**src/hw/rtl/trf_pkg.sv**
```systemverilog
// Shared types, constants and register codes of the threshold region finder.
package trf_pkg;

   // Default waveform length limit.
   localparam int MAX_SAMPLES_DEF = 65536;

   // Fixed field widths.
   localparam int SAMPLE_W = 16;
   localparam int THRESH_W = 15;
   localparam int PAD_W    = 8;
   localparam int START_W  = 16;
   localparam int STOP_W   = 17;
   localparam int COUNT_W  = 17;

   // Result slots per input item.
   localparam int SLOTS   = 3;
   localparam int SLOT_W  = 2;

   // Bundle queue between front and back.
   localparam int QUEUE_DEPTH = 2;

   // Register port.
   localparam int ADDR_W = 3;
   localparam int DATA_W = 32;
   localparam logic REG_THRESHOLD = 1'b0;
   localparam logic REG_PAD       = 1'b1;
   localparam logic [THRESH_W-1:0] THRESHOLD_RESET = 15'd100;
   localparam logic [PAD_W-1:0]    PAD_RESET       = 8'd1;

   // Result kinds.
   localparam logic KIND_REGION  = 1'b0;
   localparam logic KIND_SUMMARY = 1'b1;

   typedef struct packed {
      logic signed [SAMPLE_W-1:0] sample;
      logic                       last;
   } req_type;

   typedef struct packed {
      logic               kind;
      logic [START_W-1:0] start_res;
      logic [STOP_W-1:0]  stop;
      logic [COUNT_W-1:0] below_total;
      logic               final_res;
   } rsp_type;

   // All results caused by one input item.
   typedef struct packed {
      rsp_type [SLOTS-1:0] res;
      logic [SLOT_W-1:0]   n_items;
   } bundle_type;

   // Queue status seen by the front and the back.
   typedef struct packed {
      logic full;
      logic not_empty;
   } queue_status_type;

endpackage

```
**src/hw/rtl/trf_front.sv**
```systemverilog
// Front end: classifies samples, tracks open and held regions, builds result bundles.
module trf_front #(
   parameter int MAX_SAMPLES = trf_pkg::MAX_SAMPLES_DEF
) (
   input  logic                             clock,
   input  logic                             reset,
   input  logic                             req_valid,
   input  trf_pkg::req_type                 req_data,
   output logic                             req_ready,
   input  logic [trf_pkg::THRESH_W-1:0]     threshold,
   input  logic [trf_pkg::PAD_W-1:0]        pad,
   input  trf_pkg::queue_status_type        q_status,
   output logic                             push,
   output trf_pkg::bundle_type              bundle
);

   localparam int IW = $clog2(MAX_SAMPLES);
   localparam int SW = ((IW > trf_pkg::PAD_W) ? IW : trf_pkg::PAD_W) + 1;
   localparam int CW = SW + 1;
   localparam logic [IW-1:0] LAST_INDEX = IW'(MAX_SAMPLES - 1);

   logic [IW-1:0]                index_ff, index_in;
   logic                         in_region_ff, in_region_in;
   logic [IW-1:0]                open_start_ff, open_start_in;
   logic                         held_valid_ff, held_valid_in;
   logic [IW-1:0]                held_start_ff, held_start_in;
   logic [SW-1:0]                held_stop_ff, held_stop_in;
   logic [trf_pkg::COUNT_W-1:0]  below_count_ff, below_count_in;

   logic                         accept;
   logic [CW-1:0]                i_c, pad_c, len_c, cand_c, close_end;
   logic [CW-1:0]                os, hs, hp;
   logic                         ir, hv;
   logic [trf_pkg::SLOT_W-1:0]   n;
   logic [trf_pkg::COUNT_W-1:0]  cnt;
   logic signed [trf_pkg::SAMPLE_W:0] sample_x, limit;
   logic                         is_below, is_last;

   // Region result with its stop clamped to the length so far.
   function automatic trf_pkg::rsp_type region_item(
      input logic [CW-1:0] start_c,
      input logic [CW-1:0] stop_c,
      input logic [CW-1:0] len_v
   );
      trf_pkg::rsp_type r;
      r.kind        = trf_pkg::KIND_REGION;
      r.start_res   = trf_pkg::START_W'(start_c);
      r.stop        = (stop_c < len_v) ? trf_pkg::STOP_W'(stop_c) : trf_pkg::STOP_W'(len_v);
      r.below_total = '0;
      r.final_res   = 1'b0;
      return r;
   endfunction

   assign req_ready = !q_status.full;
   assign accept    = req_valid && req_ready;

   // Classify the sample and work out every result it causes.
   always_comb begin
      i_c       = CW'(index_ff);
      pad_c     = CW'(pad);
      len_c     = i_c + CW'(1);
      cand_c    = (i_c > pad_c) ? (i_c - pad_c) : '0;
      close_end = i_c + pad_c;
      sample_x  = {req_data.sample[trf_pkg::SAMPLE_W-1], req_data.sample};
      limit     = -$signed({2'b00, threshold});
      is_below  = sample_x < limit;
      is_last   = req_data.last || (index_ff == LAST_INDEX);

      ir     = in_region_ff;
      os     = CW'(open_start_ff);
      hv     = held_valid_ff;
      hs     = CW'(held_start_ff);
      hp     = CW'(held_stop_ff);
      n      = '0;
      bundle = '0;
      cnt    = below_count_ff;

      // Release the held region when nothing from here on can join it.
      if (!ir && hv && (cand_c > hp + pad_c)) begin
         bundle.res[n] = region_item(hs, hp, len_c);
         n  = n + 2'd1;
         hv = 1'b0;
      end

      // Open, extend or close the current region.
      if (is_below) begin
         if (!ir) begin
            os = cand_c;
            ir = 1'b1;
         end
         if (cnt != '1) begin
            cnt = cnt + trf_pkg::COUNT_W'(1);
         end
      end else if (ir) begin
         if (hv && (os <= hp + pad_c)) begin
            hp = close_end;
         end else begin
            if (hv) begin
               bundle.res[n] = region_item(hs, hp, len_c);
               n = n + 2'd1;
            end
            hv = 1'b1;
            hs = os;
            hp = close_end;
         end
         ir = 1'b0;
      end

      // Close out the waveform: final region, held region, summary.
      if (is_last) begin
         if (ir) begin
            if (hv && (os <= hp + pad_c)) begin
               hp = len_c;
            end else begin
               if (hv) begin
                  bundle.res[n] = region_item(hs, hp, len_c);
                  n = n + 2'd1;
               end
               hv = 1'b1;
               hs = os;
               hp = len_c;
            end
            ir = 1'b0;
         end
         if (hv) begin
            bundle.res[n] = region_item(hs, hp, len_c);
            n = n + 2'd1;
         end
         bundle.res[n].kind        = trf_pkg::KIND_SUMMARY;
         bundle.res[n].start_res   = '0;
         bundle.res[n].stop        = '0;
         bundle.res[n].below_total = cnt;
         bundle.res[n].final_res   = 1'b1;
         n = n + 2'd1;
      end
      bundle.n_items = n;
      push           = accept && (n != '0);

      // Next state; clear everything at the end of a waveform.
      if (is_last) begin
         index_in       = '0;
         in_region_in   = 1'b0;
         open_start_in  = '0;
         held_valid_in  = 1'b0;
         held_start_in  = '0;
         held_stop_in   = '0;
         below_count_in = '0;
      end else begin
         index_in       = index_ff + IW'(1);
         in_region_in   = ir;
         open_start_in  = IW'(os);
         held_valid_in  = hv;
         held_start_in  = IW'(hs);
         held_stop_in   = SW'(hp);
         below_count_in = cnt;
      end
   end

   // Advance the waveform state on each accepted item.
   always_ff @(posedge clock) begin
      if (reset) begin
         index_ff       <= '0;
         in_region_ff   <= 1'b0;
         open_start_ff  <= '0;
         held_valid_ff  <= 1'b0;
         held_start_ff  <= '0;
         held_stop_ff   <= '0;
         below_count_ff <= '0;
      end else if (accept) begin
         index_ff       <= index_in;
         in_region_ff   <= in_region_in;
         open_start_ff  <= open_start_in;
         held_valid_ff  <= held_valid_in;
         held_start_ff  <= held_start_in;
         held_stop_ff   <= held_stop_in;
         below_count_ff <= below_count_in;
      end
   end

endmodule

```
**src/hw/rtl/trf_queue.sv**
```systemverilog
// Short queue of result bundles between the front and the back.
module trf_queue (
   input  logic                       clock,
   input  logic                       reset,
   input  logic                       push,
   input  trf_pkg::bundle_type        push_bundle,
   input  logic                       pop,
   output trf_pkg::bundle_type        head,
   output trf_pkg::queue_status_type  status
);

   localparam int PTR_W = (trf_pkg::QUEUE_DEPTH > 1) ? $clog2(trf_pkg::QUEUE_DEPTH) : 1;
   localparam int CNT_W = $clog2(trf_pkg::QUEUE_DEPTH + 1);
   localparam logic [PTR_W-1:0] LAST_PTR = PTR_W'(trf_pkg::QUEUE_DEPTH - 1);
   localparam logic [CNT_W-1:0] FULL_CNT = CNT_W'(trf_pkg::QUEUE_DEPTH);

   trf_pkg::bundle_type entry_ff [trf_pkg::QUEUE_DEPTH];
   logic [PTR_W-1:0] wr_ptr_ff, wr_ptr_in;
   logic [PTR_W-1:0] rd_ptr_ff, rd_ptr_in;
   logic [CNT_W-1:0] count_ff, count_in;
   logic             do_push, do_pop;

   assign status.full      = (count_ff == FULL_CNT);
   assign status.not_empty = (count_ff != '0);
   assign head             = entry_ff[rd_ptr_ff];
   assign do_push          = push && !status.full;
   assign do_pop           = pop && status.not_empty;

   // Wrap the pointers and track the fill level.
   always_comb begin
      wr_ptr_in = wr_ptr_ff;
      rd_ptr_in = rd_ptr_ff;
      count_in  = count_ff;
      if (do_push) begin
         wr_ptr_in = (wr_ptr_ff == LAST_PTR) ? '0 : wr_ptr_ff + PTR_W'(1);
      end
      if (do_pop) begin
         rd_ptr_in = (rd_ptr_ff == LAST_PTR) ? '0 : rd_ptr_ff + PTR_W'(1);
      end
      if (do_push && !do_pop) begin
         count_in = count_ff + CNT_W'(1);
      end else if (!do_push && do_pop) begin
         count_in = count_ff - CNT_W'(1);
      end
   end

   always_ff @(posedge clock) begin
      if (reset) begin
         wr_ptr_ff <= '0;
         rd_ptr_ff <= '0;
         count_ff  <= '0;
      end else begin
         wr_ptr_ff <= wr_ptr_in;
         rd_ptr_ff <= rd_ptr_in;
         count_ff  <= count_in;
      end
   end

   // Store the incoming bundle.
   always_ff @(posedge clock) begin
      if (do_push) begin
         entry_ff[wr_ptr_ff] <= push_bundle;
      end
   end

endmodule

```
**src/hw/rtl/trf_back.sv**
```systemverilog
// Back end: unpacks queued bundles into single results behind an output register.
module trf_back (
   input  logic                       clock,
   input  logic                       reset,
   input  trf_pkg::bundle_type        head,
   input  trf_pkg::queue_status_type  q_status,
   output logic                       pop,
   output logic                       rsp_valid,
   output trf_pkg::rsp_type           rsp_data,
   input  logic                       rsp_ready
);

   logic [trf_pkg::SLOT_W-1:0] slot_ff, slot_in;
   logic                       rsp_valid_ff, rsp_valid_in;
   trf_pkg::rsp_type           rsp_data_ff, rsp_data_in;
   logic                       load, last_slot;

   assign rsp_valid = rsp_valid_ff;
   assign rsp_data  = rsp_data_ff;

   // Load the next slot whenever the output register is free or draining.
   always_comb begin
      load         = q_status.not_empty && (!rsp_valid_ff || rsp_ready);
      last_slot    = (slot_ff == (head.n_items - trf_pkg::SLOT_W'(1)));
      pop          = load && last_slot;
      slot_in      = slot_ff;
      rsp_valid_in = rsp_valid_ff;
      rsp_data_in  = rsp_data_ff;
      if (load) begin
         slot_in      = last_slot ? '0 : slot_ff + trf_pkg::SLOT_W'(1);
         rsp_valid_in = 1'b1;
         rsp_data_in  = head.res[slot_ff];
      end else if (rsp_ready) begin
         rsp_valid_in = 1'b0;
      end
   end

   always_ff @(posedge clock) begin
      if (reset) begin
         slot_ff      <= '0;
         rsp_valid_ff <= 1'b0;
      end else begin
         slot_ff      <= slot_in;
         rsp_valid_ff <= rsp_valid_in;
      end
   end

   // Hold the result until it is taken.
   always_ff @(posedge clock) begin
      rsp_data_ff <= rsp_data_in;
   end

endmodule

```
**src/hw/rtl/threshold_region_finder_top.sv**
```systemverilog
// Threshold region finder: the top level with its register port.
// Accepts one signed sample per clock and reports padded regions where the
// sample falls below minus the threshold, merging regions that lie within the
// pad distance, then a summary item with the count of crossing samples at the
// end of each waveform. Each sample produces zero to three results, which
// leave through the result channel at one per clock while it is ready, from
// a two-bundle queue through the output register. Samples keep arriving at
// one per clock as long as results drain at least as fast as they are made;
// a sample that causes two or three results keeps its bundle queued until
// all of them have been offered. Waveforms longer than MAX_SAMPLES are cut
// at MAX_SAMPLES samples. Threshold (address 0) and pad (address 4) should
// be written only while the block is idle.
module threshold_region_finder_top #(
   parameter int MAX_SAMPLES = trf_pkg::MAX_SAMPLES_DEF
) (
   input  logic                          clock,
   input  logic                          reset,
   input  logic                          req_valid,
   input  trf_pkg::req_type              req_data,
   output logic                          req_ready,
   output logic                          rsp_valid,
   output trf_pkg::rsp_type              rsp_data,
   input  logic                          rsp_ready,
   input  logic                          csr_psel,
   input  logic                          csr_penable,
   input  logic                          csr_pwrite,
   input  logic [trf_pkg::ADDR_W-1:0]    csr_paddr,
   input  logic [trf_pkg::DATA_W-1:0]    csr_pwdata,
   output logic [trf_pkg::DATA_W-1:0]    csr_prdata,
   output logic                          csr_pready
);

   logic [trf_pkg::THRESH_W-1:0] threshold_ff;
   logic [trf_pkg::PAD_W-1:0]    pad_ff;
   logic                         csr_write;
   logic                         reg_sel;

   trf_pkg::queue_status_type    q_status;
   trf_pkg::bundle_type          push_bundle;
   trf_pkg::bundle_type          head;
   logic                         push;
   logic                         pop;

   assign csr_pready = 1'b1;
   assign csr_write  = csr_psel && csr_penable && csr_pwrite && csr_pready;
   assign reg_sel    = csr_paddr[2];

   // Write the configuration registers.
   always_ff @(posedge clock) begin
      if (reset) begin
         threshold_ff <= trf_pkg::THRESHOLD_RESET;
         pad_ff       <= trf_pkg::PAD_RESET;
      end else if (csr_write) begin
         unique case (reg_sel)
            trf_pkg::REG_THRESHOLD: threshold_ff <= csr_pwdata[trf_pkg::THRESH_W-1:0];
            trf_pkg::REG_PAD:       pad_ff       <= csr_pwdata[trf_pkg::PAD_W-1:0];
            default:                threshold_ff <= threshold_ff;
         endcase
      end
   end

   // Read back the selected register.
   always_comb begin
      unique case (reg_sel)
         trf_pkg::REG_THRESHOLD: csr_prdata = trf_pkg::DATA_W'(threshold_ff);
         trf_pkg::REG_PAD:       csr_prdata = trf_pkg::DATA_W'(pad_ff);
         default:                csr_prdata = '0;
      endcase
   end

   trf_front #(
      .MAX_SAMPLES(MAX_SAMPLES)
   ) u_front (
      .clock     (clock),
      .reset     (reset),
      .req_valid (req_valid),
      .req_data  (req_data),
      .req_ready (req_ready),
      .threshold (threshold_ff),
      .pad       (pad_ff),
      .q_status  (q_status),
      .push      (push),
      .bundle    (push_bundle)
   );

   trf_queue u_queue (
      .clock       (clock),
      .reset       (reset),
      .push        (push),
      .push_bundle (push_bundle),
      .pop         (pop),
      .head        (head),
      .status      (q_status)
   );

   trf_back u_back (
      .clock     (clock),
      .reset     (reset),
      .head      (head),
      .q_status  (q_status),
      .pop       (pop),
      .rsp_valid (rsp_valid),
      .rsp_data  (rsp_data),
      .rsp_ready (rsp_ready)
   );

endmodule

```
**config.mk**
```make
export PLATFORM = sky130hd
export DESIGN_NAME = threshold_region_finder_top
export DESIGN_NICKNAME = d
export VERILOG_FILES = /design/src/hw/rtl/trf_pkg.sv /design/src/hw/rtl/trf_front.sv /design/src/hw/rtl/trf_queue.sv /design/src/hw/rtl/trf_back.sv /design/src/hw/rtl/threshold_region_finder_top.sv
export SDC_FILE = /design/constraint.sdc
export NUM_CORES = 1
export LEC_CHECK = 0
export ABC_AREA = 1
export BUFFER_PORTS_ARGS = -buffer_cell sky130_fd_sc_hd__buf_4
export CAP_MARGIN = 0
export CORE_MARGIN = 5
export CORE_UTILIZATION = 64
export CTS_CLUSTER_SIZE = 25
export DETAILED_ROUTE_END_ITERATION = 12
export MAX_ROUTING_LAYER = met4
export PLACE_DENSITY_LB_ADDON = 0.2
export SYNTH_ARGS = -nofsm -noshare
export SYNTH_HDL_FRONTEND = slang
export SYNTH_SLANG_ARGS = --single-unit
```
**constraint.sdc**
```tcl
create_clock -name clock -period 39.9 [get_ports clock]
set_input_delay 11.97 -clock clock [delete_from_list [all_inputs] [get_ports clock]]
set_output_delay 11.97 -clock clock [all_outputs]
set_load 0.05 [all_outputs]
```
==> impl_metrics.tcl, run 1 <==
set metrics [dict create \
    status "complete, no violations" \
    r2r_slack_ns 27.89 \
    grt_setup_unrepaired "no" \
    drt-total-wl_um 81800 \
    reg2reg_to "u_queue.entry_ff[0][139]$_DFFE_PP_" \
    holdPathEnd "u_front.held_start_ff[6]$_SDFFE_PP0P_" \
    critPathSlowestCell "o21ai_0" \
    synthDistinctLibCells 60 \
    crit_buf_inv 2 \
    wire_per_inst_um 19.9 \
    die_area_um2 48500 \
    synth_compound_area_share_pct 14.2 \
    worst_slack_ns 15.26 \
    leakage_nw 12.7 \
    synthMuxAreaShare_pct 0.0707 \
    ys_warn_count 0 \
    critPathMaxFanout 25 \
    rows 77 \
    worstPathRequired_ns 27.93 \
    min_from "u_front.held_start_ff[6]$_SDFFE_PP0P_" \
    final_cell_mix "nand2_1, nor2_1, edfxtp_1" \
    hold_path.class "flop to flop" \
    first_iter_violations 3017 \
    cts_tree "yes" \
    ys_ff_latch 476 \
    ys.flop_type "edfxtp_1" \
    fin_cells 4105 \
    antenna_found_initial 1 \
    coreArea_um2 44000 \
    crit_cells 3 \
    cts.sink_count 476 \
    slowest_delay_ns 0.26 \
    place_area_um2 29300 \
    die_w_um 220 \
    drv_cap 0 \
    path_cells "buf_4 > o21ai_0 > buf_4" \
    cellPowerDensity_nw_per_um2 52.5 \
    synth_top_family_by_area "simple AND/OR/NAND/NOR gates" \
    startpoint_type "input pin" \
    synthesis.area_um2 28300 \
    fill_cells 3417 \
    die_y_um 220 \
    insertion_delay_ns 0.60 \
    io_pins 146 \
    setup_viol 0 \
    finalCoreUtilization_pct 70.7 \
    syn_area_per_cell_um2 8.20 \
    finClkSkew_ns 0.0204 \
    dp_cells 4013 \
    multiInputGateArea_um2 13300 \
    cts_buffer_depth 3 \
    area_delta_synth_final_pct 9.91 \
    tightest_slew_ns 1.37 \
    final_max_slew_viol_count 0 \
    clk_pin_slew_ns 0.06 \
    grt-ovfl-total 0 \
    final_nets 3696 \
    firstDrtPassIters 6 \
    dp_hpwl_um 57300 \
    grt_max_degree 91 \
    final_common_cell "nand2_1" \
    via_per_inst 6.13 \
    rr_startpoint "threshold_ff[0]$_SDFFE_PP0P_" \
    synth_edf_count 361 \
    max_slew_margin_pct 8.82 \
    remaining_drc_errors 0 \
    tns_ns 0 \
    ys_seq_area_share_pct 46.4 \
    r2r_cells 56 \
    drive_gt1_share_pct 8.71 \
    irDropWorstVdd_uv 64.9 \
    root_buffer "clkbuf_16" \
    regArea_um2 13100 \
    synth_simple_gate_area_share_pct 22.3 \
    io_buffer_count 108 \
    post_cts_resized 0 \
    min_period_over_period_pct 61.8 \
    place_ws_ns 15.28 \
    synthAdderAreaFrac_pct 7.40 \
    cts_setup_buffers 0 \
    n_antenna_cell 0 \
    num_vias 25170 \
    whs_path_depth 2 \
    synthArstFlopShare_pct 0 \
    grt_pass1_wl_um 126000 \
    track_usage_pct 33.9 \
    path_class "input pin to primary output" \
    fmax_mhz 40.6 \
    grt_pass1_vias 23892 \
    crit_arrival_ns 12.67 \
    synth_xor_area_share_pct 2.66 \
    critPathTopFamily "buffers and inverters" \
    finalInstanceArea_um2 31100 \
    cts-htree-levels 2 \
    cts_buffers 49 \
    cp_common_cell "buf_4" \
    min_period_ns 24.64 \
    antenna_left 0 \
    cts_hold_buf 0 \
    synthesis.instances 3451 \
    gp_congestion 1.04 \
    timing_hold_violations_final 0 \
    start_util_pct 64.3 \
    cp-end-kind "primary output" \
]
Yosys cell counts, types with 29 or more instances:
| library cell | instances | share of area (%) |
|---|---|---|
| nand2_1 | 812 | 11 |
| nor2_1 | 410 | 5.4 |
| edfxtp_1 | 361 | 38 |
| o21ai_0 | 294 | 5.2 |
| inv_1 | 272 | 3.6 |
| a21oi_1 | 245 | 4.3 |
| nand3_1 | 176 | 3.1 |
| ha_1 | 161 | 7.1 |
| dfxtp_1 | 115 | 8.1 |
| clkbuf_1 | 112 | 1.5 |
| xor2_1 | 72 | 2.2 |
| o21ai_1 | 51 | 0.90 |
| o32ai_1 | 51 | 1.6 |
| buf_2 | 29 | 0.51 |
power by group:
group,internal [W],switching (W)
logic,0.000130,0.000373
clock network,0.000300,0.000198
registers,0.000609,0.0000266
total,0.00104,0.000597
logic make-up after synthesis:
group	count (synthesis)
muxes	2
DFF	476
AOI/OAI and AO/OA	723
buffers and inverters	479
and+or+nand+nor	1519
xor gates and xnor gates	85
adders and majority gates	165
other	2
worst register-to-register path: cells and delay by family, from the launching register on:
family / cells / cell delay (ns)
flops: 1 / 0.33
simple gates: 35 / 5.81
compound gates: 8 / 1.45
fa+ha+maj: 6 / 1.80
buf+inv: 7 / 2.23
cell type report:
cell class	count	area share (%)
Multi-Input combinational cell	2515	42.8
Sequential cell	476	42.3
Clock buffer	61	4.31
Inverter	294	3.57
Clock inverter	31	1.39
Tap cell	592	2.38
Timing Repair Buffer	136	3.28
flip-flops by register name (all words and copies together) (netlist names), 15 cells and up, named ones only:
name / cells
u_queue.entry_ff: 310
u_back.rsp_data: 51
u_front.held_stop_ff: 17
u_front.index_ff: 16
u_front.open_start_ff: 16
u_front.below_count_ff: 17
threshold_ff: 15
u_front.held_start_ff: 16
worst max-delay path by stage:
stage                       startpoint       endpoint  slack (ns)
after floorplan           csr_paddr[2]  csr_prdata[3]       14.52
after global placement    csr_paddr[2]  csr_prdata[6]       15.29
after detailed placement  csr_paddr[2]  csr_prdata[6]       15.28
after CTS                 csr_paddr[2]  csr_prdata[6]       15.27
after global routing      csr_paddr[2]  csr_prdata[7]       15.21
final                     csr_paddr[2]  csr_prdata[4]       15.26
stage by stage:
step	hold slack (ns)	total power, W
floorplan	0.445	0.000990
finish	0.472	0.00163
detailed placement	0.463	0.00114
CTS	0.473	0.00163
global placement	0.452	0.00113
global route	0.484	0.00170
routing by layer:
layer / track usage (%) / wire length, um / up-vias / part of all wire, %
met2: 54.3 / 38500 / 1367 / 47
met5: - / 0 / - / 0
met1: 44.1 / 32900 / 11856 / 40
li1: - / - / 11698 / -
met4: 12.6 / 2910 / 0 / 3.6
met3: 5.27 / 7500 / 249 / 9.2
No activity file was read; power rests on OpenSTA's default activity.
==> inputs of run 2 (changes only) <==
- ABC_AREA: 1 -> 0
- CORE_UTILIZATION: 64 -> 56
- clock period: 39.9 -> 21.8 ns (I/O delays scaled with it)
==> impl_metrics.tcl, run 2 <==
set metrics [dict create \
    path_class "input pin to flop" \
    drv_cap 0 \
    ys_ff_latch 476 \
    setup_viol 0 \
    ys_top_cells_by_count "edfxtp_1, nor2_1, nand2_1, ha_1, a21oi_1" \
    hold_path.class "flop to flop" \
    wl_met2_um 34800 \
    cts_hold_buf 0 \
    cts_buffer_depth 3 \
    firstDrtPassIters 6 \
    coreArea_um2 48700 \
    cp_common_cell "ha_1" \
    track_usage_pct 29.4 \
    synth_area_leaders "edfxtp_1, dfxtp_1, ha_1" \
    final_nets 2882 \
    max_slew_margin_pct 14.2 \
    top_register "u_queue.entry_ff" \
    dp_hpwl_um 55200 \
    grt_max_degree 156 \
    tns_ns 0 \
    yosysTopAreaCellShare_pct 39.4 \
    gp_congestion 1.03 \
    finClkSkew_ns 0.0170 \
    n_antenna_cell 0 \
    wl_met1_um 34000 \
    startpoint_type "input pin" \
    cts_setup_buffers 0 \
    min_period_over_period_pct 79.8 \
    start_util_pct 56.5 \
    antenna_found_initial 0 \
    via_per_inst 6.35 \
    top_layer "met4" \
    cts.sink_count 476 \
    drt-total-wl_um 78700 \
    critPathMaxFanout 70 \
    leakage_nw 11.3 \
    grt_pass1_wl_um 120000 \
    die_y_um 232 \
    grt_setup_unrepaired "no" \
    synth_edf_count 361 \
    cts_tree "yes" \
    die_w_um 232 \
    num_vias 21358 \
    post_cts_resized 0 \
    ys_warn_count 0 \
    largest_reg_flops 310 \
    synthArstFlopShare_pct 0 \
    area_delta_synth_final_pct 10.6 \
    remaining_drc_errors 0 \
    first_iter_violations 2326 \
    ys_seq_area_share_pct 47.7 \
    insertion_delay_ns 0.60 \
    cp-end-kind "flop" \
    yosysMostFrequentCell "edfxtp_1" \
    finalCoreUtilization_pct 62.4 \
    cellPowerDensity_nw_per_um2 94.1 \
    synthesis.instances 2611 \
    wire_per_inst_um 23.4 \
    synthesis.area_um2 27500 \
    synth_top_cell_by_area "edfxtp_1" \
    grt_pass1_vias 20610 \
    clk_pin_slew_ns 0.06 \
    worstPathRequired_ns 22.02 \
    rows 81 \
    timing_hold_violations_final 0 \
    ys.flop_type "edfxtp_1" \
    drive_gt1_share_pct 13.2 \
    synthDistinctLibCells 97 \
    io_pins 146 \
    cts-htree-levels 2 \
    antenna_left 0 \
    final_max_slew_viol_count 0 \
    min_period_ns 17.40 \
    wl_met3_um 7480 \
    final_cell_mix "edfxtp_1, nor2_1, nand2_1" \
    critPathSlowestCell "buf_4" \
    cts_buffers 49 \
    irDropWorstVdd_uv 75.8 \
    fmax_mhz 57.5 \
    tightest_slew_ns 1.28 \
    slowest_delay_ns 0.84 \
    syn_area_per_cell_um2 10.5 \
    status "complete, no violations" \
    final_common_cell "edfxtp_1" \
    grt-ovfl-total 0 \
    die_area_um2 53700 \
    io_buffer_count 108 \
    root_buffer "clkbuf_16" \
    crit_arrival_ns 17.61 \
]
## run 2: where the power goes
| group | internal (W) | leakage, nW | total, W | switching [W] |
|---|---|---|---|---|
| clock | 0.000492 | 0.788 | 0.000850 | 0.000358 |
| sequential | 0.00112 | 4.47 | 0.00116 | 0.0000437 |
| combinational | 0.000280 | 6.01 | 0.000853 | 0.000573 |
## run 2: per-stage QoR
stage / total power [W] / hold slack, ns / worst slack (ns) / cells / cell area (um2)
after floorplan: 0.00179 / 0.465 / 0.747 / 2630 / 27600
after global placement: 0.00201 / 0.486 / 4.42 / 3271 / 28800
after detailed placement: 0.00203 / 0.500 / 4.05 / 3271 / 28800
after CTS: 0.00288 / 0.509 / 4.63 / 3363 / 30400
after global routing: 0.00298 / 0.534 / 3.84 / 3363 / 30400
final: 0.00286 / 0.514 / 4.40 / 3363 / 30400
## run 2: worst max-delay path: cells and delay by family
kind | cells | cell delay (ns)
and+or+nand+nor | 14 | 3.80
muxes | 1 | 0.64
xor gates and xnor gates | 1 | 0.15
adders and majority gates | 5 | 1.68
buffers and inverters | 5 | 1.56
AOI/OAI and AO/OA | 10 | 3.10
## run 2: kinds of logic after synthesis
kind of cell,count (synthesis),synth area share [%]
simple gates,766,12.5
compound gates,634,15.6
flops,476,47.7
buf+inv,298,4.57
mux,170,8.74
fa+ha+maj,165,7.61
xor+xnor,100,3.18
other cells,2,0.0273
## run 2: final cells by class
cell class                 instances  area, um2
sequential                       476      13100
clock inverter                    33        364
fill                            3907      18300
clock buffer                      59       1270
tap                              664        831
timing repair buffer             144       1090
inverter                         131        492
multi-input combinational       1856      13200
## run 2: final timing paths
| check | startpoint | end | slack, ns | cells after the start |
|---|---|---|---|---|
| worst max-delay path | req_data[16] | u_queue.entry_ff[1][95]$_DFFE_PP_ | 4.40 | 36 |
| worst min-delay path | threshold_ff[8]$_SDFFE_PP0P_ | threshold_ff[8]$_SDFFE_PP0P_ | 0.51 | 2 |
| worst max register to register | threshold_ff[2]$_SDFFE_PP1P_ | u_queue.entry_ff[1][95]$_DFFE_PP_ | 8.21 | 41 |
| worst min register to register | threshold_ff[8]$_SDFFE_PP0P_ | threshold_ff[8]$_SDFFE_PP0P_ | 0.51 | 2 |
## run 2: metal layers
layer  track usage, %  vias up
li1                 -     9740
met4             8.33        0
met1             42.2    10407
met5                -        -
met2             43.4     1065
met3             5.34      146
